**src/rtl/core/uvll_pkg.sv**
```systemverilog
`timescale 1ns / 1ps
// ----------------------------------------------------------------------------
// uvll_pkg
// Shared types, constants and the arctangent table for the unit vector to
// latitude and longitude converter.
// ----------------------------------------------------------------------------
package uvll_pkg;

  localparam int CordicSteps = 20;
  localparam int FracBits    = 20;
  localparam int AngW        = 31;
  localparam int OperW       = 36;
  localparam int RootW       = 32;

  localparam logic signed [AngW-1:0] Deg90  = AngW'(90) <<< FracBits;
  localparam logic signed [AngW-1:0] Deg180 = AngW'(180) <<< FracBits;

  typedef struct packed {
    logic signed [15:0] vec_x;
    logic signed [15:0] vec_y;
    logic signed [15:0] vec_z;
  } uvll_in_t;

  typedef struct packed {
    logic [6:0]  lat_degrees;
    logic [5:0]  lat_minutes;
    logic [12:0] lat_centiseconds;
    logic        lat_south;
    logic [7:0]  lon_degrees;
    logic [5:0]  lon_minutes;
    logic [12:0] lon_centiseconds;
    logic        lon_west;
    logic        at_pole;
  } uvll_out_t;

  typedef struct packed {
    logic signed [OperW-1:0] a;
    logic signed [OperW-1:0] b;
    logic signed [AngW-1:0]  acc;
    logic                    fixed;
  } cordic_t;

  typedef struct packed {
    logic [7:0]  deg;
    logic [5:0]  mins;
    logic [12:0] cs;
    logic        neg;
  } dms_t;

  function automatic logic signed [AngW-1:0] atan_q20(input logic [4:0] i);
    logic signed [AngW-1:0] r;
    begin
      case (i)
        5'd0:  r = 31'sd47185920;
        5'd1:  r = 31'sd27855475;
        5'd2:  r = 31'sd14718068;
        5'd3:  r = 31'sd7471121;
        5'd4:  r = 31'sd3750058;
        5'd5:  r = 31'sd1876857;
        5'd6:  r = 31'sd938658;
        5'd7:  r = 31'sd469357;
        5'd8:  r = 31'sd234682;
        5'd9:  r = 31'sd117342;
        5'd10: r = 31'sd58672;
        5'd11: r = 31'sd29336;
        5'd12: r = 31'sd14668;
        5'd13: r = 31'sd7334;
        5'd14: r = 31'sd3667;
        5'd15: r = 31'sd1833;
        5'd16: r = 31'sd917;
        5'd17: r = 31'sd458;
        5'd18: r = 31'sd229;
        5'd19: r = 31'sd115;
        5'd20: r = 31'sd57;
        5'd21: r = 31'sd29;
        5'd22: r = 31'sd14;
        5'd23: r = 31'sd7;
        5'd24: r = 31'sd4;
        5'd25: r = 31'sd2;
        5'd26: r = 31'sd1;
        default: r = '0;
      endcase
      return r;
    end
  endfunction

  function automatic cordic_t cordic_init(input logic signed [16:0] a_in,
                                          input logic signed [16:0] b_in);
    cordic_t r;
    logic signed [OperW-1:0] a;
    logic signed [OperW-1:0] b;
    begin
      a = OperW'(a_in) <<< 16;
      b = OperW'(b_in) <<< 16;
      r.fixed = 1'b0;
      r.acc = '0;
      r.a = a;
      r.b = b;
      if (b_in == 17'sd0) begin
        r.fixed = 1'b1;
        r.acc = (a_in >= 0) ? '0 : -Deg180;
      end else if (a_in < 0) begin
        if (b_in >= 0) begin
          r.a = b;
          r.b = -a;
          r.acc = Deg90;
        end else begin
          r.a = -b;
          r.b = a;
          r.acc = -Deg90;
        end
      end
      return r;
    end
  endfunction

  function automatic cordic_t cordic_step(input cordic_t c, input logic [4:0] i);
    cordic_t r;
    logic signed [OperW-1:0] da;
    logic signed [OperW-1:0] db;
    begin
      r = c;
      da = c.b >>> i;
      db = c.a >>> i;
      if (!c.fixed) begin
        if (c.b >= 0) begin
          r.a = c.a + da;
          r.b = c.b - db;
          r.acc = c.acc + atan_q20(i);
        end else begin
          r.a = c.a - da;
          r.b = c.b + db;
          r.acc = c.acc - atan_q20(i);
        end
      end
      return r;
    end
  endfunction

endpackage

```
**src/rtl/core/uvll_sqrt.sv**
```systemverilog
`timescale 1ns / 1ps
// ----------------------------------------------------------------------------
// uvll_sqrt
// Pipelined integer square root of 2^30 - y*y, two result bits per stage,
// with the input item carried alongside.
// ----------------------------------------------------------------------------
module uvll_sqrt (
  input  logic               clk_i,
  input  logic               rst_ni,
  input  logic               en_i,
  input  logic               valid_i,
  input  uvll_pkg::uvll_in_t item_i,
  output logic               valid_o,
  output uvll_pkg::uvll_in_t item_o,
  output logic [15:0]        root_o
);

  localparam int Stages = 8;

  logic [Stages:0]         vld_q;
  uvll_pkg::uvll_in_t      itm_q [Stages+1];
  logic [31:0]             rem_q [Stages+1];
  logic [31:0]             res_q [Stages+1];
  logic [31:0]             sq;

  assign sq = 32'(32'sd0 + $signed(item_i.vec_y) * $signed(item_i.vec_y));

  always_ff @(posedge clk_i or negedge rst_ni) begin
    if (!rst_ni) begin
      vld_q[0] <= 1'b0;
    end else if (en_i) begin
      vld_q[0] <= valid_i;
    end
  end

  always_ff @(posedge clk_i) begin
    if (en_i) begin
      itm_q[0] <= item_i;
      rem_q[0] <= 32'h4000_0000 - sq;
      res_q[0] <= '0;
    end
  end

  for (genvar s = 0; s < Stages; s++) begin : g_st
    logic [31:0] rem_d;
    logic [31:0] res_d;
    logic [31:0] bit0;
    logic [31:0] bit1;
    always_comb begin
      rem_d = rem_q[s];
      res_d = res_q[s];
      bit0 = 32'h1 << (30 - 4 * s);
      bit1 = 32'h1 << (28 - 4 * s);
      if (rem_d >= res_d + bit0) begin
        rem_d = rem_d - (res_d + bit0);
        res_d = (res_d >> 1) + bit0;
      end else begin
        res_d = res_d >> 1;
      end
      if (rem_d >= res_d + bit1) begin
        rem_d = rem_d - (res_d + bit1);
        res_d = (res_d >> 1) + bit1;
      end else begin
        res_d = res_d >> 1;
      end
    end
    always_ff @(posedge clk_i or negedge rst_ni) begin
      if (!rst_ni) begin
        vld_q[s+1] <= 1'b0;
      end else if (en_i) begin
        vld_q[s+1] <= vld_q[s];
      end
    end
    always_ff @(posedge clk_i) begin
      if (en_i) begin
        itm_q[s+1] <= itm_q[s];
        rem_q[s+1] <= rem_d;
        res_q[s+1] <= res_d;
      end
    end
  end

  assign valid_o = vld_q[Stages];
  assign item_o  = itm_q[Stages];
  assign root_o  = res_q[Stages][15:0];

endmodule

```
**config.mk**
```make
export PLATFORM = sky130hd
export DESIGN_NAME = uvll_sqrt
export DESIGN_NICKNAME = d
export VERILOG_FILES = /design/src/rtl/core/uvll_pkg.sv /design/src/rtl/core/uvll_sqrt.sv
export SDC_FILE = /design/constraint.sdc
export NUM_CORES = 1
export LEC_CHECK = 0
export ABC_AREA = 0
export BUFFER_PORTS_ARGS = -buffer_cell sky130_fd_sc_hd__clkbuf_2
export CELL_PAD_IN_SITES_DETAIL_PLACEMENT = 0
export CELL_PAD_IN_SITES_GLOBAL_PLACEMENT = 1
export CORE_UTILIZATION = 53
export DETAILED_ROUTE_END_ITERATION = 8
export PLACE_DENSITY_LB_ADDON = 0.1
export SLEW_MARGIN = 20
export SYNTH_ARGS = -nofsm -noshare
export SYNTH_HDL_FRONTEND = slang
export SYNTH_SLANG_ARGS = --single-unit
```
**constraint.sdc**
```tcl
create_clock -name clk_i -period 6.5 [get_ports clk_i]
set_clock_uncertainty 0.1 [all_clocks]
set_input_delay 0.65 -clock clk_i [delete_from_list [all_inputs] [get_ports clk_i]]
set_output_delay 0.65 -clock clk_i [all_outputs]
set_load 0.005 [all_outputs]
```
Word level (Yosys, flattened, before mapping)
Memory sizes are Yosys's and may differ from the RTL's. Index checks and enable logic that the tools add are counted.

$add $sub $neg: 49. Multipliers: 1. $lt $le $gt $ge: 16. Multiplexer cells: 34.

Operators with widths (number): $mux W32 (32); $ge A32 B32 Y1 (16); $sub A32 B32 Y32 (16); $add A31 B1 Y32 const B (1); $add A31 B11 Y32 const B (1); $add A31 B13 Y32 const B (1); $add A31 B15 Y32 const B (1); $add A31 B17 Y32 const B (1); $add A31 B19 Y32 const B (1); $add A31 B21 Y32 const B (1); $add A31 B23 Y32 const B (1); $add A31 B25 Y32 const B (1); $add A31 B27 Y32 const B (1); $add A31 B29 Y32 const B (1); $add A31 B3 Y32 const B (1); $add A31 B31 Y32 const B (1); $add A31 B5 Y32 const B (1); $add A31 B7 Y32 const B (1); $add A31 B9 Y32 const B (1); $add A32 B1 Y32 const B (1); $add A32 B11 Y32 const B (1); $add A32 B13 Y32 const B (1); $add A32 B15 Y32 const B (1); $add A32 B17 Y32 const B (1); 14 further kinds (15).

Flip-flop bits (word level): 9. Memory bits (writable): 1008. Input bits: 52. Output and inout bits: 65. Logic and storage cells: 112. Memories kept: 3.

Memories: itm_q (words 9, bits a word 48, rd ports 9, clocked after memory_dff 0, write ports 9, line uvll_sqrt.sv:21) `uvll_pkg::uvll_in_t itm_q [Stages+1];`; rem_q (words 9, bits a word 32, rd ports 8, clocked after memory_dff 0, write ports 9, line uvll_sqrt.sv:22) `logic [31:0] rem_q [Stages+1];`; res_q (words 9, bits a word 32, rd ports 9, clocked after memory_dff 0, write ports 9, line uvll_sqrt.sv:23) `logic [31:0] res_q [Stages+1];`.

Depth between registers and ports, before layout
An unclocked memory read counts as a cell.

Depth after elaboration: 7. Depth in mapped cells: 28. Gate-level depth less buffers: 25.

Worst setup path after synthesis
No wires, ideal clock.

Kind: input to register. Start point: input port item_i[21] in the netlist's numbering. End point: memory rem_q[0][29], data pin. Setup time: 0.265 ns. Arrival: 6.599 ns. Required time: 6.135 ns. Slack: -0.464 ns. Stages: 23. Buffers on the path: 2. Path through: clkbuf_1 -> clkbuf_1 -> nand2_1 -> fa_1 -> inv_1 -> fa_1 -> fa_1 -> inv_1 -> fa_1 -> fa_1 -> inv_1 -> fa_1 -> inv_1 -> ha_1 -> nand2_1 -> o31ai_1 -> o41ai_1 -> nand3_1 -> o41ai_1 -> o2111ai_1 -> a21oi_1 -> o21ai_0 -> xor2_1.

RTL lines: start: declaration (line uvll_sqrt.sv:12) `input uvll_pkg::uvll_in_t item_i,`; end: declaration (line uvll_sqrt.sv:22).

==> out/metrics.cfg <==
[die]
pin_count = 117
start_util_pct = 53.6
die_h_um = 287
dieWidth_um = 287
dieArea_um2 = 82600
num_rows = 104
core_area_um2 = 80500

[clock_network]
cts-resized-gates = 0
post-cts-setup-buffers = 0
cts.clk_slew.worst_paths_ns = 0.06
root_buffer = clkbuf_16
tritoncts.num_buffers = 77
cts_buffer_depth = 3
h-tree-depth = 3
cts_tree = built
clk_latency_ns = 0.64
cts_sinks = 753

[detailed_routing]
drt-initial-drc-count = 1434
via_per_inst = 5.33
wl_per_cell_um = 17.3
vias = 25746
drc = 0
routed_wl_um = 83800
ant_nets = 0
dr.pass1.iters = 6

[setup_path]
crit_start = item_i[24]
worst-r2r-setup-slack_ns = 0.79
crit_required_ns = 6.78
crit_type = input pin to register
crit_path_start_kind = input pin
cp-end-kind = register
r2r_start = res_q[4][22]
path_max_fanout = 8
r2r_end = rem_q[0][176]
cp.arrival_ns = 6.43
r2r_cells = 18

[grt]
grt_pass1_wl_um = 137000
top_usage_layer = met2
grt_util_met3_pct = 2.61
met2_usage_pct = 36.1
grt_use_met1_pct = 27.1
grtUsageTotal_pct = 20.9
grt_pass1_vias = 26826
grt_start_max_net_pins = 172
grt_overflow = 0
antenna_found_initial = 0

[place]
placed_area_um2 = 45700
placed_cells = 4688
io_buffer_count = 116
place.gp.congestion = 0.931
hpwl_um = 64300

[run]
cap_violations = 0

[yosys]
syn_area_per_cell_um2 = 12.5
async_flop_share_pct = 1.20
syn_nets = 4023
synth_area_um2 = 43200
synth_edf_count = 744
syn_inst = 3466
yosys_warnings = 0
ys_seq_area_share_pct = 52.3
synth-seq-cells = 753
synthFlopType = edfxtp_1
ys_types = 88

[sta]
layout_worst_path_cycle_share_pct = 94.6
drv_slew = 0
clock.fmax_mhz = 163
worst_pin_slew_ns = 1.02
fin_crit_ns = 6.15
finalSetupViolations = 0
finalHoldViolations = 0
rsz0062_at_grt = no
slew_headroom_pct = 32.2

[cells_and_area]
drive_gt1_share_pct = 11.9
layout.nets = 4265
finalNonFillerCells = 4829
regArea_um2 = 22600
multiInputGateArea_um2 = 18200
design_area_um2 = 48300
antennaDiodeCount = 0
fillers = 6448
area_growth_pct = 11.8

[min_path]
min_from = item_i[11]
hp-class = input pin to register
hold_depth = 1
hold_path_end = itm_q[0][11]

[run_status]
run_status = finished, final reports clean

## critical path: stages
cell	delay, ns
clkbuf_2	0.09
buf_4	0.17
nand2_1	0.11
fa_1	0.51
inv_1	0.06
fa_1	0.50
fa_1	0.52
inv_1	0.06
fa_1	0.46
fa_1	0.54
inv_1	0.05
fa_1	0.52
inv_1	0.04
ha_1	0.32
nand2_2	0.09
buf_4	0.12
nor2_1	0.04
o211a_1	0.12
o21ai_0	0.35
a21oi_1	0.19
nor2_1	0.19
o21ai_0	0.17
o41ai_1	0.42
xnor2_1	0.12
## per-stage QoR
step / setup slack, ns / TNS [ns] / util, % / hold WS [ns]
2_1_floorplan: -0.0411 / -0.0411 / - / 0.254
3_3_place_gp: -0.223 / -0.782 / 56.8 / 0.300
5_1_grt: 0.00531 / 0 / 59.9 / 0.0532
6_report: 0.348 / 0 / 59.9 / 0.0887
3_5_place_dp: -0.300 / -1.49 / 56.8 / 0.305
4_1_cts: 0.365 / 0 / 59.9 / 0.0448
## routing by layer
metal / up-vias / wire length (µm)
li1: 12588 / -
met3: 152 / 2700
met2: 442 / 41500
met4: 0 / 2480
met5: - / 0
met1: 12564 / 37100
## kinds of logic (layout without fill, tap and decap cells)
| group | count (synthesis) | in the layout | share of synthesized area, % |
|---|---|---|---|
| multiplexers | 44 | 44 | 1.12 |
| flip-flops | 753 | 753 | 52.3 |
| AND/OR/NAND/NOR | 825 | 825 | 9.65 |
| adder cells (fa/ha/maj) | 505 | 505 | 18.9 |
| AO/OA/AOI/OAI | 499 | 499 | 7.54 |
| XOR/XNOR | 238 | 238 | 4.83 |
| buffers and inverters | 602 | 905 | 5.68 |
## Yosys cell counts (24+ instances only)
master,number,area share (%)
edfxtp_1,744,52
inv_1,492,4.3
ha_1,260,7.5
fa_1,245,11
nand2_1,240,2.1
nor2_1,174,1.5
xnor2_1,154,3.1
a21oi_1,143,1.7
o21ai_0,99,1.1
xor2_1,84,1.7
a21o_1,60,1.0
nor3_1,56,0.65
nand3_1,50,0.58
clkbuf_1,49,0.43
nor4_1,49,0.71
buf_4,48,0.83
and2_1,47,0.68
mux2_2,34,0.89
nand2b_1,32,0.46
nand4_1,31,0.45
nor2b_1,30,0.43
o21a_1,24,0.42
## how the worst max path moves through the flow
stage | to | slack [ns]
after floorplan | rem_q[0][29] | -0.04
after global placement | rem_q[0][29] | -0.22
after detailed placement | rem_q[0][29] | -0.30
after CTS | rem_q[0][29] | 0.37
after global routing | rem_q[0][30] | 0.005
final | rem_q[0][30] | 0.35
## repair_timing
item                                    CTS  global route
endpoints found under the setup margin    0             0
hold buffers                              1             0
endpoints found under the hold margin     9             0
## final cells by class
class                      count  area share, %
clock buffer                  97           4.17
clock inverter                43           1.04
inverter                     495           3.85
multi-input combinational   2111           37.6
sequential                   753           46.8
tap                         1060           2.75
timing repair buffer         270           3.78
## flip-flops by register name, summed over array words and instances, names as in the netlist
signal and cells:
itm_q 428, rem_q 244, res_q 72, valid_o 1
vld_q 8
## cells in the final DEF (no fill, tap or decap), drive strengths merged, types with 84 or more instances in the layout
cell,count
a21oi,143
buf,154
clkbuf,212
edfxtp,744
fa,245
ha,260
inv,498
nand2,240
nor2,174
o21ai,100
xnor2,154
xor2,84
Power is left out: the tool's default activity adds up to more than one toggle a clock period on the data nets, which glitch-free logic cannot reach.
