File: src/rtl/core/uvll_pkg.sv
`timescale 1ns / 1ps
// ----------------------------------------------------------------------------
// uvll_pkg
// Shared types, constants and the arctangent table for the unit vector to
// latitude and longitude converter.
// ----------------------------------------------------------------------------
package uvll_pkg;

  localparam int CordicSteps = 20;
  localparam int FracBits    = 20;
  localparam int AngW        = 31;
  localparam int OperW       = 36;
  localparam int RootW       = 32;

  localparam logic signed [AngW-1:0] Deg90  = AngW'(90) <<< FracBits;
  localparam logic signed [AngW-1:0] Deg180 = AngW'(180) <<< FracBits;

  typedef struct packed {
    logic signed [15:0] vec_x;
    logic signed [15:0] vec_y;
    logic signed [15:0] vec_z;
  } uvll_in_t;

  typedef struct packed {
    logic [6:0]  lat_degrees;
    logic [5:0]  lat_minutes;
    logic [12:0] lat_centiseconds;
    logic        lat_south;
    logic [7:0]  lon_degrees;
    logic [5:0]  lon_minutes;
    logic [12:0] lon_centiseconds;
    logic        lon_west;
    logic        at_pole;
  } uvll_out_t;

  typedef struct packed {
    logic signed [OperW-1:0] a;
    logic signed [OperW-1:0] b;
    logic signed [AngW-1:0]  acc;
    logic                    fixed;
  } cordic_t;

  typedef struct packed {
    logic [7:0]  deg;
    logic [5:0]  mins;
    logic [12:0] cs;
    logic        neg;
  } dms_t;

  function automatic logic signed [AngW-1:0] atan_q20(input logic [4:0] i);
    logic signed [AngW-1:0] r;
    begin
      case (i)
        5'd0:  r = 31'sd47185920;
        5'd1:  r = 31'sd27855475;
        5'd2:  r = 31'sd14718068;
        5'd3:  r = 31'sd7471121;
        5'd4:  r = 31'sd3750058;
        5'd5:  r = 31'sd1876857;
        5'd6:  r = 31'sd938658;
        5'd7:  r = 31'sd469357;
        5'd8:  r = 31'sd234682;
        5'd9:  r = 31'sd117342;
        5'd10: r = 31'sd58672;
        5'd11: r = 31'sd29336;
        5'd12: r = 31'sd14668;
        5'd13: r = 31'sd7334;
        5'd14: r = 31'sd3667;
        5'd15: r = 31'sd1833;
        5'd16: r = 31'sd917;
        5'd17: r = 31'sd458;
        5'd18: r = 31'sd229;
        5'd19: r = 31'sd115;
        5'd20: r = 31'sd57;
        5'd21: r = 31'sd29;
        5'd22: r = 31'sd14;
        5'd23: r = 31'sd7;
        5'd24: r = 31'sd4;
        5'd25: r = 31'sd2;
        5'd26: r = 31'sd1;
        default: r = '0;
      endcase
      return r;
    end
  endfunction

  function automatic cordic_t cordic_init(input logic signed [16:0] a_in,
                                          input logic signed [16:0] b_in);
    cordic_t r;
    logic signed [OperW-1:0] a;
    logic signed [OperW-1:0] b;
    begin
      a = OperW'(a_in) <<< 16;
      b = OperW'(b_in) <<< 16;
      r.fixed = 1'b0;
      r.acc = '0;
      r.a = a;
      r.b = b;
      if (b_in == 17'sd0) begin
        r.fixed = 1'b1;
        r.acc = (a_in >= 0) ? '0 : -Deg180;
      end else if (a_in < 0) begin
        if (b_in >= 0) begin
          r.a = b;
          r.b = -a;
          r.acc = Deg90;
        end else begin
          r.a = -b;
          r.b = a;
          r.acc = -Deg90;
        end
      end
      return r;
    end
  endfunction

  function automatic cordic_t cordic_step(input cordic_t c, input logic [4:0] i);
    cordic_t r;
    logic signed [OperW-1:0] da;
    logic signed [OperW-1:0] db;
    begin
      r = c;
      da = c.b >>> i;
      db = c.a >>> i;
      if (!c.fixed) begin
        if (c.b >= 0) begin
          r.a = c.a + da;
          r.b = c.b - db;
          r.acc = c.acc + atan_q20(i);
        end else begin
          r.a = c.a - da;
          r.b = c.b + db;
          r.acc = c.acc - atan_q20(i);
        end
      end
      return r;
    end
  endfunction

endpackage

File: src/rtl/core/uvll_dms.sv
`timescale 1ns / 1ps
// ----------------------------------------------------------------------------
// uvll_dms
// Splits a Q10.20 angle into degrees, minutes and rounded centiseconds in
// three register stages, with the seconds and minutes carries passed upward.
// ----------------------------------------------------------------------------
module uvll_dms (
  input  logic                             clk_i,
  input  logic                             en_i,
  input  logic signed [uvll_pkg::AngW-1:0] ang_i,
  input  logic signed [uvll_pkg::AngW-1:0] limit_i,
  output uvll_pkg::dms_t                   dms_o
);

  localparam int F = uvll_pkg::FracBits;

  logic [uvll_pkg::AngW-1:0] mag_d;
  logic [uvll_pkg::AngW-1:0] mag_q;
  logic                      neg_q1;
  logic                      neg_q2;
  logic [7:0]                deg_q2;
  logic [5:0]                min_q2;
  logic [F-1:0]              g_q2;
  logic [25:0]               f60;
  logic [32:0]               cs_full;
  logic [12:0]               cs;
  logic [6:0]                mins;
  logic [8:0]                deg;

  always_comb begin
    mag_d = (ang_i < 0) ? -ang_i : ang_i;
    if (mag_d > limit_i) begin
      mag_d = limit_i;
    end
  end

  always_ff @(posedge clk_i) begin
    if (en_i) begin
      mag_q  <= mag_d;
      neg_q1 <= ang_i < 0;
    end
  end

  assign f60 = 26'(mag_q[F-1:0]) * 26'd60;

  always_ff @(posedge clk_i) begin
    if (en_i) begin
      deg_q2 <= mag_q[F+7:F];
      min_q2 <= f60[F+5:F];
      g_q2   <= f60[F-1:0];
      neg_q2 <= neg_q1;
    end
  end

  always_comb begin
    cs_full = (33'(g_q2) * 33'd6000 + (33'd1 << (F - 1))) >> F;
    cs   = cs_full[12:0];
    mins = {1'b0, min_q2};
    deg  = {1'b0, deg_q2};
    if (cs >= 13'd6000) begin
      cs = '0;
      mins = mins + 7'd1;
    end
    if (mins >= 7'd60) begin
      mins = '0;
      deg = deg + 9'd1;
    end
  end

  always_ff @(posedge clk_i) begin
    if (en_i) begin
      dms_o.deg  <= deg[7:0];
      dms_o.mins <= mins[5:0];
      dms_o.cs   <= cs;
      dms_o.neg  <= neg_q2;
    end
  end

endmodule

File: config.mk
export PLATFORM = sky130hd
export DESIGN_NAME = uvll_dms
export DESIGN_NICKNAME = d
export VERILOG_FILES = /design/src/rtl/core/uvll_pkg.sv /design/src/rtl/core/uvll_dms.sv
export SDC_FILE = /design/constraint.sdc
export NUM_CORES = 1
export LEC_CHECK = 0
export BUFFER_PORTS_ARGS = -buffer_cell sky130_fd_sc_hd__buf_2
export CAP_MARGIN = 10
export CORE_ASPECT_RATIO = 0.8
export CORE_MARGIN = 3
export CORE_UTILIZATION = 56
export DETAILED_ROUTE_END_ITERATION = 12
export PLACE_DENSITY = 0.79
export SYNTH_ARGS = -nofsm -noshare
export SYNTH_HDL_FRONTEND = slang
export SYNTH_SLANG_ARGS = --single-unit
File: constraint.sdc
create_clock -name clk_i -period 7.3 [get_ports clk_i]
set_input_delay 0 -clock clk_i [delete_from_list [all_inputs] [get_ports clk_i]]
set_output_delay 0 -clock clk_i [all_outputs]
set_load 0.01 [all_outputs]
======== Yosys cells after proc, flatten, opt, wreduce, memory -nomap -nowiden ========
Cells that the tools add are included.
word-level totals
  flip-flop bits (word level) ............. 90
  bits of input ports ..................... 64
  output and inout bits ................... 28
cells by class
  add/subtract/negate cells ............... 4
  multiply operators ...................... 2
  magnitude comparators ................... 4
  muxes and demuxes ....................... 4
operators with widths
  operator                  count
  $add A33 B20 Y33 const B  1
  $gt A31 B31 Y1            1
  $lt A31 B1 Y1 const B     1
  $mux W31                  1
  $neg A31 Y31              1
  $mux W28                  1
  $mul A18 B9 Y27 const B   1
  $mul A20 B4 Y24 const B   1
  $ge A13 B13 Y1 const B    1
  $add A8 B1 Y8 const B     1
  $mux W8                   1
  $add A6 B1 Y7 const B     1
  $ge A7 B6 Y1 const B      1
  $mux W7                   1

======== Longest topological paths before layout ========
Gate-level depths: netlist (run 1).
  word-level depth ........................ 6
  gate-level depth with buffers ........... 26
  depth with buffers taken out ............ 25

======== Worst setup path before layout (run 1) ========
Ideal clock, no wire load.
  kind .................................... register to register
  start point ............................. register g_q2[9]
  end point ............................... register dms_o[24] in the netlist's numbering (data pin)
  setup time .............................. 258 ps
  arrival time ............................ 7005 ps
  slack ................................... 38 ps
  stages on the path, launching flop included .. 26
  buffers on the path ..................... 2
  clock period less this slack ............ 7262 ps
  path through ............................ edfxtp_1 > fa_1 > inv_1 > fa_1 > inv_1 > fa_1 > inv_1 > fa_1 > inv_1 > ha_1 > a211oi_2 > o21bai_1 > o41a_1 > a311o_1 > a2111oi_4 > nor3_2 > or4_1 > buf_2 > o41a_1 > a221oi_2 > xnor2_1 > nand2_1 > o32ai_4 > buf_6 > nand4_1 > xnor2_1
between the ends
  longest elaborated chain between the ends .. 6
RTL lines
  what                    line            text
  from (decl)             uvll_dms.sv:23  logic [F-1:0] g_q2;
  from (signal assigned)  uvll_dms.sv:50  g_q2 <= f60[F-1:0];
  $mul A18 B9 Y27         uvll_dms.sv:56  cs_full = (33'(g_q2) * 33'd6000 + (33'd1 << (F - 1))) >> F;
  $add A33 B20 Y33        uvll_dms.sv:56
  $ge A13 B13 Y1          uvll_dms.sv:60  if (cs >= 13'd6000) begin
  $mux W7                 uvll_dms.sv:60
  $ge A7 B6 Y1            uvll_dms.sv:64  if (mins >= 7'd60) begin
  $mux W8                 uvll_dms.sv:64
  via deg[4]              uvll_dms.sv:28  logic [8:0] deg;
  to (decl)               uvll_dms.sv:12  output uvll_pkg::dms_t dms_o
The timed path passes the listed nets, and every way through them passes these cells.
A chain may end at the register's enable or synchronous reset.

======== Worst setup path in the final report (run 1) ========
  start point ............................. register g_q2[10]
  end point ............................... register dms_o[21] in the netlist's numbering (data pin)
The elaborated chain is that of the path after synthesis.

==> parameters.txt, run 1 <==
Parameter                              Value

Logic synthesis
  Synthesized area divided by synthesized cell count    10.3 um^2
  Yosys Warn Count    0
  List of most frequent post-synthesis cells    inv_1, ha_1, fa_1
  Count of state elements after synthesis    90
  Ranking of synthesized cells by area    edfxtp_1, fa_1, ha_1
  Synth unique cells    63
  Most frequently used cell type in the post-synthesis netlist    inv_1
  Gate Count Post-Synth    1040
  Number of flops mapped to enable cells by yosys    90
  Post-synth ARST share    0%
  Proportion of synthesized chip area in sequential cells    25.2%
  Syn nets    1352
  Largest area contributor in the netlist    edfxtp_1
  Share of Yosys cell area claimed by the top area cell type    25.2%
  Most used DFF post-synth    edfxtp_1
  Netlist area before placement    10700 um^2

CTS
  Buffers from clock root to sink, at most    2
  TritonCTS Sinks    90
  Clock insertion delay at the later pin of the skew report    340 ps
  Num CTS Buffers    9
  Buffer type at the clock tree root    clkbuf_16
  Clock tree from TritonCTS    done
  CTS clock-pin slew for the worst setup and hold paths    60 ps
  # H-tree levels    3

Route
  DRC Markers    0
  1st-pass router iterations    5
  Number of vias per cell    5.19
  Post-DR wirelength/cell    13.8 um
  DRC marker count from the first detailed-route iteration    326
  Number of nets still failing antenna checks after routing    0
  Detailed-route via count    7550
  Final routed wirelength across all metal layers    20100 um

Floorplanning
  Io pins    92
  Core area    18400 um^2
  Width of the chip    161 um
  Count of standard-cell rows    44
  Starting Density    58.0%
  Total die area    20800 um^2
  Die height    130 um

Flow run
  Max cap viols    0

Place
  Weighted congestion reported at the end of routability-driven placement    0.875
  Final HPWL DP    15900 um
  # port buffers    91
  # placed instances    1397

Outcome
  Result of the run    completed

Critical path
  Arrival time at the worst endpoint    7370 ps
  Critical path required time    7400 ps
  Startpoint class of the critical path    flop
  CP max FO    5
  Critical path type    reg -> reg
  Crit end category    flop

Min path
  HP Class    in -> reg

STA
  Achievable clock frequency    138 MHz
  Layout Skew    7.56 ps
  Worst Hold Slack    26.9 ps
  Final max-slew violation count    0
  Hold Violations, Final    0
  Worst slew margin relative to its limit    36.6%
  Transition time at the pin with the least slew margin    951 ps
  Portion of the clock cycle consumed by the worst path in the final layout    99.6%
  RSZ-0062 raised after global routing    yes
  Setup-violating endpoint count in the final report    0
  Clock period minus final worst setup slack    7270 ps

Global routing
  Pin count of the biggest net entering global routing    80
  Vias in the first global route    7625
  Grt total ovfl    0
  Initial antenna violation count    0
  All-Layer GR Usage    19.9%
  Wire length of the first global-routing pass    34400 um

Layout
  Number of nets in the layout    1510
  Layout cells sized above 1    17.4%
  Post-Layout Cell Count    1455
  Utilization after layout    67.5%
  Syn-to-layout area delta    16.4%
  Total inserted antenna cells    0
## cell usage in the layout, fill, tap and decap left out, types with 10 or more instances in the layout
cell,synthesis,routed
inv_1,238,231
ha_1,134,130
fa_1,114,114
edfxtp_1,90,90
buf_2,2,90
xnor2_1,52,51
nor2_1,43,43
nand2_1,37,36
buf_4,0,36
a21oi_1,34,34
o21ai_0,33,32
dlygate4sd3_1,0,29
mux2_2,28,28
xor2_1,22,22
nand4_1,15,15
and2_1,14,13
nand2b_1,13,13
a21o_1,12,12
nor2b_1,12,12
nor3_1,11,11
and3_1,11,10
## worst paths after layout
check	cells after the start	start	slack, ps	to
setup / recovery	24	g_q2[10]	30	dms_o[21]
hold / removal	2	limit_i[19]	30	mag_q[19]
setup reg to reg	24	g_q2[10]	30	dms_o[21]
hold reg to reg	0	mag_q[27]	420	deg_q2[7]
## area by class of cell
class	count	area, um^2
repair buffers	159	1060
inverters	238	893
well taps	253	317
flip-flops and latches	90	2700
fillers	1362	5990
multi-input cells	700	7220
clock buffers	10	229
clock inverters	5	40.0
## critical path, stage by stage (launching register included)
cell and delay (ps):
edfxtp_1 480, buf_6 170, fa_1 530, inv_1 50, fa_1 490, inv_2 40, fa_1 520, inv_2 40
fa_1 510, inv_2 50, ha_4 170, a211oi_4 250, o21bai_4 100, o41a_1 440, a311o_1 400, a221oi_2 350
nand3_2 140, or4_4 560, o41a_1 340, a221oi_2 230, xnor2_1 190, nand2_2 120, o32ai_4 410, buf_4 180
mux2_4 290
## per-layer routing
layer / GRT usage, % / share of wire [%] / wire length [um] / vias up
met5: 0 / 0 / 0 / -
met4: 3.88 / 1.1 / 211 / 0
met3: 3.13 / 3.7 / 734 / 20
met2: 33.8 / 48 / 9660 / 148
met1: 27.6 / 47 / 9470 / 3584
li1: - / - / - / 3798
## through the flow
step / TNS, ps / worst slack, ps / cell area, um^2
2_1_floorplan: 0 / 37.7 / 10700
5_1_grt: -3090 / -314 / 12500
4_1_cts: 0 / 1.72 / 12200
3_5_place_dp: -1220 / -179 / 11600
3_3_place_gp: -19.4 / -19.4 / 11600
6_report: 0 / 29.5 / 12500
## sequential cells by signal, indices dropped and copies added (netlist names)
signal	cells
dms_o	28
mag_q	28
g_q2	18
deg_q2	8
min_q2	6
neg_q1	1
neg_q2	1
## timing repair
| item | 4_1_cts | 5_1_grt |
|---|---|---|
| hold endpoints to repair | 38 | 0 |
| pin swaps | 6 | 30 |
| setup endpoints to repair | 13 | 23 |
| cloned | 1 | 0 |
| hold buffers | 29 | 0 |
| setup buffers | 5 | 9 |
| gates resized for setup | 2 | 33 |
## cells by family after synthesis
kind of cell | Yosys count | synth area share, %
AOI/OAI and AO/OA | 148 | 9.80
xor gates and xnor gates | 74 | 6.05
adders and majority gates | 248 | 37.0
buffers and inverters | 251 | 8.90
DFF | 90 | 25.2
muxes | 31 | 3.24
and+or+nand+nor | 198 | 9.78
Power of run 1 is left out: the tool's default activity adds up to more than one toggle a clock period on the data nets, which glitch-free logic cannot reach.
==> run 2, diff against run 1 <==
--- a/config.mk
+++ b/config.mk
@@ -9,9 +9,11 @@
 export CAP_MARGIN = 10
 export CORE_ASPECT_RATIO = 0.8
 export CORE_MARGIN = 3
-export CORE_UTILIZATION = 56
+export CORE_UTILIZATION = 57
+export CTS_BUF_LIST = sky130_fd_sc_hd__clkbuf_8
 export DETAILED_ROUTE_END_ITERATION = 12
-export PLACE_DENSITY = 0.79
+export MAX_ROUTING_LAYER = met4
+export PLACE_DENSITY = 0.8
 export SYNTH_ARGS = -nofsm -noshare
 export SYNTH_HDL_FRONTEND = slang
 export SYNTH_SLANG_ARGS = --single-unit
==> run 2 against run 1 <==
Compared with the run above: setup slack improved by 130 ps; register-to-register slack improved by 130 ps; maximum frequency rose by 1.8%; first-iteration DRC count fell by 1.2%; cell count fell by 0.55%; non-clock buffer count fell by 9; sequential share of layout area rose by 0.39 points; global-route usage rose by 1.5 points; flip-flop and latch count did not move; core utilization fell by 0.58 points; highest routed layer unchanged.
==> parameters.txt, run 2 (same netlist as run 1, synthesis figures left out) <==
Parameter                              Value

Route
  Number of vias per cell    5.22 (+0.61%)
  1st-pass router iterations    5 (unchanged)
  DRC Markers    0 (unchanged)
  Number of nets still failing antenna checks after routing    0 (unchanged)
  Final routed wirelength across all metal layers    20100 um (+0.38%)
  Detailed-route via count    7554 (+0.053%)
  Post-DR wirelength/cell    13.9 um (+0.93%)
  DRC marker count from the first detailed-route iteration    322 (-1.2%)

Global routing
  All-Layer GR Usage    21.4% (+1.5 points)
  Pin count of the biggest net entering global routing    81 (+1.3%)
  Initial antenna violation count    0 (unchanged)
  Wire length of the first global-routing pass    35300 um (+2.6%)
  Grt total ovfl    0 (unchanged)
  Vias in the first global route    7973 (+4.6%)

CTS
  Buffer type at the clock tree root    clkbuf_8
  Buffers from clock root to sink, at most    2 (unchanged)
  Clock tree from TritonCTS    done
  # H-tree levels    3 (unchanged)
  Clock insertion delay at the later pin of the skew report    390 ps (+50 ps)
  CTS clock-pin slew for the worst setup and hold paths    100 ps (+40 ps)
  TritonCTS Sinks    90 (unchanged)
  Num CTS Buffers    9 (unchanged)

Floorplanning
  Die height    129 um (-0.84%)
  Width of the chip    159 um (-0.85%)
  Core area    18300 um^2 (-0.90%)
  Io pins    92 (unchanged)
  Total die area    20500 um^2 (-1.7%)
  Starting Density    58.6% (+0.52 points)
  Count of standard-cell rows    44 (unchanged)

Critical path
  Worst path bufs/invs    5 (-1)
  Crit end category    flop
  Critical path required time    7450 ps (+50 ps)
  Arrival time at the worst endpoint    7290 ps (-80 ps)
  Startpoint class of the critical path    flop
  Max incr delay on CP    530 ps (-30 ps)
  Sequence of cells on the critical path    buf_6 -> fa_1 -> inv_2 -> fa_1 -> inv_2 -> fa_1 -> inv_2 -> fa_1 -> inv_1 -> ha_2 -> a211oi_2 -> o21bai_1 -> o41a_1 -> a311o_1 -> a221oi_2 -> nand3_2 -> or4_4 -> o41a_1 -> a221oi_2 -> xnor2_1 -> nand2_2 -> o32ai_4 -> nand4_1 -> xnor2_1
  Largest delay contributor family on the critical path    compound AO/OA/AOI/OAI gates
  Critical path type    reg -> reg
  Cell with the biggest individual delay on the critical path    fa_1
  CP max FO    5 (unchanged)
  Most used cell along the critical path    fa_1

STA
  Worst Hold Slack    90.8 ps (+63.9 ps)
  Clock period minus final worst setup slack    7140 ps (-130 ps)
  Worst slew margin relative to its limit    35.8% (-0.75 points)
  Setup-violating endpoint count in the final report    0 (unchanged)
  RSZ-0062 raised after global routing    yes
  Transition time at the pin with the least slew margin    963 ps (+11.3 ps)
  Hold Violations, Final    0 (unchanged)
  Layout Skew    13.4 ps (+5.86 ps)
  Final max-slew violation count    0 (unchanged)
  Post-route worst setup slack    160 ps (+130 ps)
  Achievable clock frequency    140 MHz (+1.8%)
  Portion of the clock cycle consumed by the worst path in the final layout    97.8% (-1.8 points)

Flow run
  Max cap viols    0 (unchanged)

Place
  Weighted congestion reported at the end of routability-driven placement    0.867 (-0.99%)
  Final HPWL DP    16200 um (+1.4%)
  Dpl ws    -78.5 ps (+100 ps)
  # port buffers    91 (unchanged)

Layout
  Largest registers in the final layout    dms_o: 28 flops, mag_q: 28 flops, g_q2: 18 flops
  Syn-to-layout area delta    14.3%
  Number of nets in the layout    1501 (-0.60%)
  Most common cell after layout, fill and taps aside    inv_1
  Most frequent cells in the layout    inv_1, ha_1, fa_1
  Total inserted antenna cells    0 (unchanged)
  Layout cells sized above 1    16.2% (-1.2 points)

Outcome
  Result of the run    completed

Min path
  HP Class    in -> reg
-- run 2: cell count changes in the layout (fill, tap and decap cells not counted), sizes merged --
cell	delta
dlygate4sd3	+1
buf	-10
clkbuf	-1
inv	+3
clkinvlp	-1
-- run 2: worst register-to-register path: cells and delay by family (launching register included) --
family	cells	cell delay, ps
compound gates	8	2510
fa+ha+maj	5	2180
simple gates	4	980
flops	1	500
xor+xnor	2	380
buf+inv	5	340
-- run 2: final timing paths --
kind / slack (ps) / depth (start not counted) / startpoint / end
max: 160 / 24 / g_q2[10] / dms_o[27]
min: 90 / 1 / ang_i[30] / neg_q1
max reg2reg: 160 / 24 / g_q2[10] / dms_o[27]
min reg2reg: 430 / 0 / neg_q2 / dms_o[0]
-- run 2: layout make-up --
cell class	instances	area, um^2
Clock buffer	9	124
Clock inverter	7	66.3
Fill cell	1390	6040
Inverter	238	893
Multi-Input combinational cell	700	7150
Sequential cell	90	2700
Tap cell	253	317
Timing Repair Buffer	150	987
-- run 2: per-stage QoR --
step,instance area [um^2],instances,setup TNS [ps],util [%]
final,12200,1447,0,66.9
after global routing,12200,1447,-473,66.9
after CTS,12100,1445,0,66.4
after detailed placement,11600,1397,-302,63.5
after global placement,11600,1397,0,63.5
after floorplan,10700,1040,0,-
-- run 2: layer usage --
metal | global-route usage, % | routed length (um) | up-vias
li1 | - | - | 3779
met1 | 27.8 | 9460 | 3585
met2 | 36.5 | 9640 | 169
met3 | 3.41 | 852 | 21
met4 | 3.96 | 192 | 0
met5 | - | 0 | -
-- run 2: timing repair --
item | CTS | global route
pin swaps | 3 | 25
hold buffers | 30 | 0
gates resized for setup | 3 | 18
buffers inserted | 1 | 2
hold endpoints to repair | 38 | 0
setup endpoints to repair | 7 | 24
gates cloned | 1 | 0
Power of run 2 is left out for the same reason.
==> run 3, diff against run 2 <==
--- a/config.mk
+++ b/config.mk
@@ -8,12 +8,13 @@
 export BUFFER_PORTS_ARGS = -buffer_cell sky130_fd_sc_hd__buf_2
 export CAP_MARGIN = 10
 export CORE_ASPECT_RATIO = 0.8
-export CORE_MARGIN = 3
+export CORE_MARGIN = 2
 export CORE_UTILIZATION = 57
 export CTS_BUF_LIST = sky130_fd_sc_hd__clkbuf_8
 export DETAILED_ROUTE_END_ITERATION = 12
 export MAX_ROUTING_LAYER = met4
 export PLACE_DENSITY = 0.8
+export SETUP_SLACK_MARGIN = 0.4
 export SYNTH_ARGS = -nofsm -noshare
 export SYNTH_HDL_FRONTEND = slang
 export SYNTH_SLANG_ARGS = --single-unit
==> run 3 against run 2 <==
Compared with the run above: cell count about the same; final area increased by 0.81%; via count decreased by 0.34%; flip-flop and latch count unchanged.
==> parameters.txt, run 3 (same netlist as run 1, synthesis figures left out) <==
Parameter                              Value

Global routing
  Most used routing layer in global routing    met2
  Wire length of the first global-routing pass    34900 um (-1.3%)
  Vias in the first global route    7750 (-2.8%)
  Initial antenna violation count    0 (unchanged)
  Met3 usage    3.31% (-0.098 points)
  Pin count of the biggest net entering global routing    79 (-2.5%)
  Grt total ovfl    0 (unchanged)
  GR Util met1    29.6% (+1.8 points)
  Met2 usage    37.0% (+0.51 points)
  All-Layer GR Usage    22.3% (+0.86 points)

Floorplanning
  Width of the chip    157 um (-1.3%)
  Core area    18300 um^2 (unchanged)
  Die height    127 um (-1.6%)
  Total die area    19900 um^2 (-2.8%)
  Io pins    92 (unchanged)
  Starting Density    58.6% (unchanged)
  Count of standard-cell rows    44 (unchanged)

CTS
  Buffers from clock root to sink, at most    2 (unchanged)
  # H-tree levels    3 (unchanged)
  CTS clock-pin slew for the worst setup and hold paths    90 ps (about the same)
  Num CTS Buffers    9 (unchanged)
  Buffer type at the clock tree root    clkbuf_8
  Clock tree from TritonCTS    done
  TritonCTS Sinks    90 (unchanged)
  Clock insertion delay at the later pin of the skew report    390 ps (about the same)

Place
  Dpl ws    -14.0 ps (+64.5 ps)
  # placed instances    1384 (-0.93%)
  Weighted congestion reported at the end of routability-driven placement    0.894 (+3.2%)
  Post-place instance area    11600 um^2 (-0.40%)
  Final HPWL DP    15700 um (-2.8%)
  # port buffers    91 (unchanged)

STA
  Achievable clock frequency    142 MHz (+1.7%)
  Transition time at the pin with the least slew margin    944 ps (-18.8 ps)
  Clock period minus final worst setup slack    7020 ps (-121 ps)
  Hold Violations, Final    0 (unchanged)
  Worst slew margin relative to its limit    37.1% (+1.3 points)
  Final max-slew violation count    0 (unchanged)
  Post-route worst setup slack    280 ps (+121 ps)
  Layout Skew    6.96 ps (-6.46 ps)
  Setup-violating endpoint count in the final report    0 (unchanged)
  Portion of the clock cycle consumed by the worst path in the final layout    96.2% (-1.7 points)
  RSZ-0062 raised after global routing    yes

Critical path
  Cell with the biggest individual delay on the critical path    or4_4
  Max incr delay on CP    530 ps (about the same)
  Arrival time at the worst endpoint    7160 ps (-130 ps)
  Critical path type    reg -> reg
  CP max FO    8 (+3)
  Worst path bufs/invs    7 (+2)
  Largest delay contributor family on the critical path    adder cells
  Crit end category    flop
  Startpoint class of the critical path    flop
  Critical path required time    7440 ps (about the same)

Layout
  Total inserted antenna cells    0 (unchanged)
  Post-Layout Cell Count    1448 (+0.069%)
  Most frequent cells in the layout    inv_1, ha_1, fa_1
  Largest registers in the final layout    dms_o: 28 flops, mag_q: 28 flops, g_q2: 18 flops
  Layout Cell Area excl Fill    12300 um^2 (+0.81%)
  Most common cell after layout, fill and taps aside    inv_1
  Syn-to-layout area delta    15.2%
  Number of nets in the layout    1502 (+0.067%)
  Layout cells sized above 1    16.9% (+0.74 points)

Route
  DRC Markers    0 (unchanged)
  Number of vias per cell    5.20 (-0.41%)
  Detailed-route via count    7528 (-0.34%)
  1st-pass router iterations    4 (-1)
  Number of nets still failing antenna checks after routing    0 (unchanged)
  Post-DR wirelength/cell    13.9 um (-0.34%)
  Final routed wirelength across all metal layers    20100 um (-0.27%)
  DRC marker count from the first detailed-route iteration    336 (+4.3%)

Flow run
  Max cap viols    0 (unchanged)

Min path
  HP Class    in -> reg

Outcome
  Result of the run    completed
run 3: cell types whose count changed in the layout (fill, tap and decap cells not counted), sizes merged:
cell / change
inv: -3
buf: +2
bufinv: +2
clkinvlp: +1
o32ai: -1
run 3: path summary, 6_finish.rpt:
check                  from        end  slack (ps)  cells past startpoint
setup reg to reg   g_q2[11]  dms_o[21]         280                     25
hold / removal    ang_i[30]     neg_q1         110                      1
setup / recovery   g_q2[11]  dms_o[21]         280                     25
hold reg to reg   mag_q[23]  deg_q2[3]         430                      0
run 3: per-stage QoR:
step | setup TNS [ps] | hold slack, ps | util, %
floorplan | 0 | 98.9 | -
finish | 0 | 108 | 67.5
global placement | 0 | 337 | 63.3
detailed placement | -25.1 | 327 | 63.3
global route | -5.90 | 97.6 | 67.5
CTS | 0 | 76.1 | 66.9
run 3: what timing repair did:
| item | CTS | global route |
|---|---|---|
| gates resized for setup | 10 | 15 |
| hold buffers | 30 | 0 |
| setup endpoints to repair | 22 | 26 |
| hold endpoints to repair | 40 | 0 |
| setup buffers | 12 | 6 |
| pin swaps | 15 | 11 |
run 3: routing by layer:
| metal | vias to the layer above | share of wire [%] |
|---|---|---|
| met2 | 153 | 48 |
| li1 | 3774 | - |
| met1 | 3580 | 47 |
| met5 | - | 0 |
| met3 | 21 | 3.6 |
| met4 | 0 | 1.1 |
run 3: worst reg2reg max path: stages, from the launching register on:
cell      delay, ps
edfxtp_1        500
buf_4           190
fa_1            490
inv_1            50
fa_1            490
inv_1            50
fa_1            470
inv_1            50
fa_1            520
inv_1            60
ha_4            220
o21ai_1         100
o21bai_2         90
o41a_1          450
a311o_2         470
a221oi_4        300
nand3_2         110
or4_4           530
o41a_1          340
a221oi_2        220
xnor2_1         130
buf_4           150
and3_4          170
o32ai_4         140
buf_12          160
mux2_1          320
run 3: layout make-up:
cell class,instances,area [um^2]
multi-input combinational,699,7180
fill,1364,5940
sequential,90,2700
timing repair buffer,152,1010
inverter,238,893
tap,253,317
clock buffer,9,124
clock inverter,7,105
Power of run 3 is left out for the same reason.
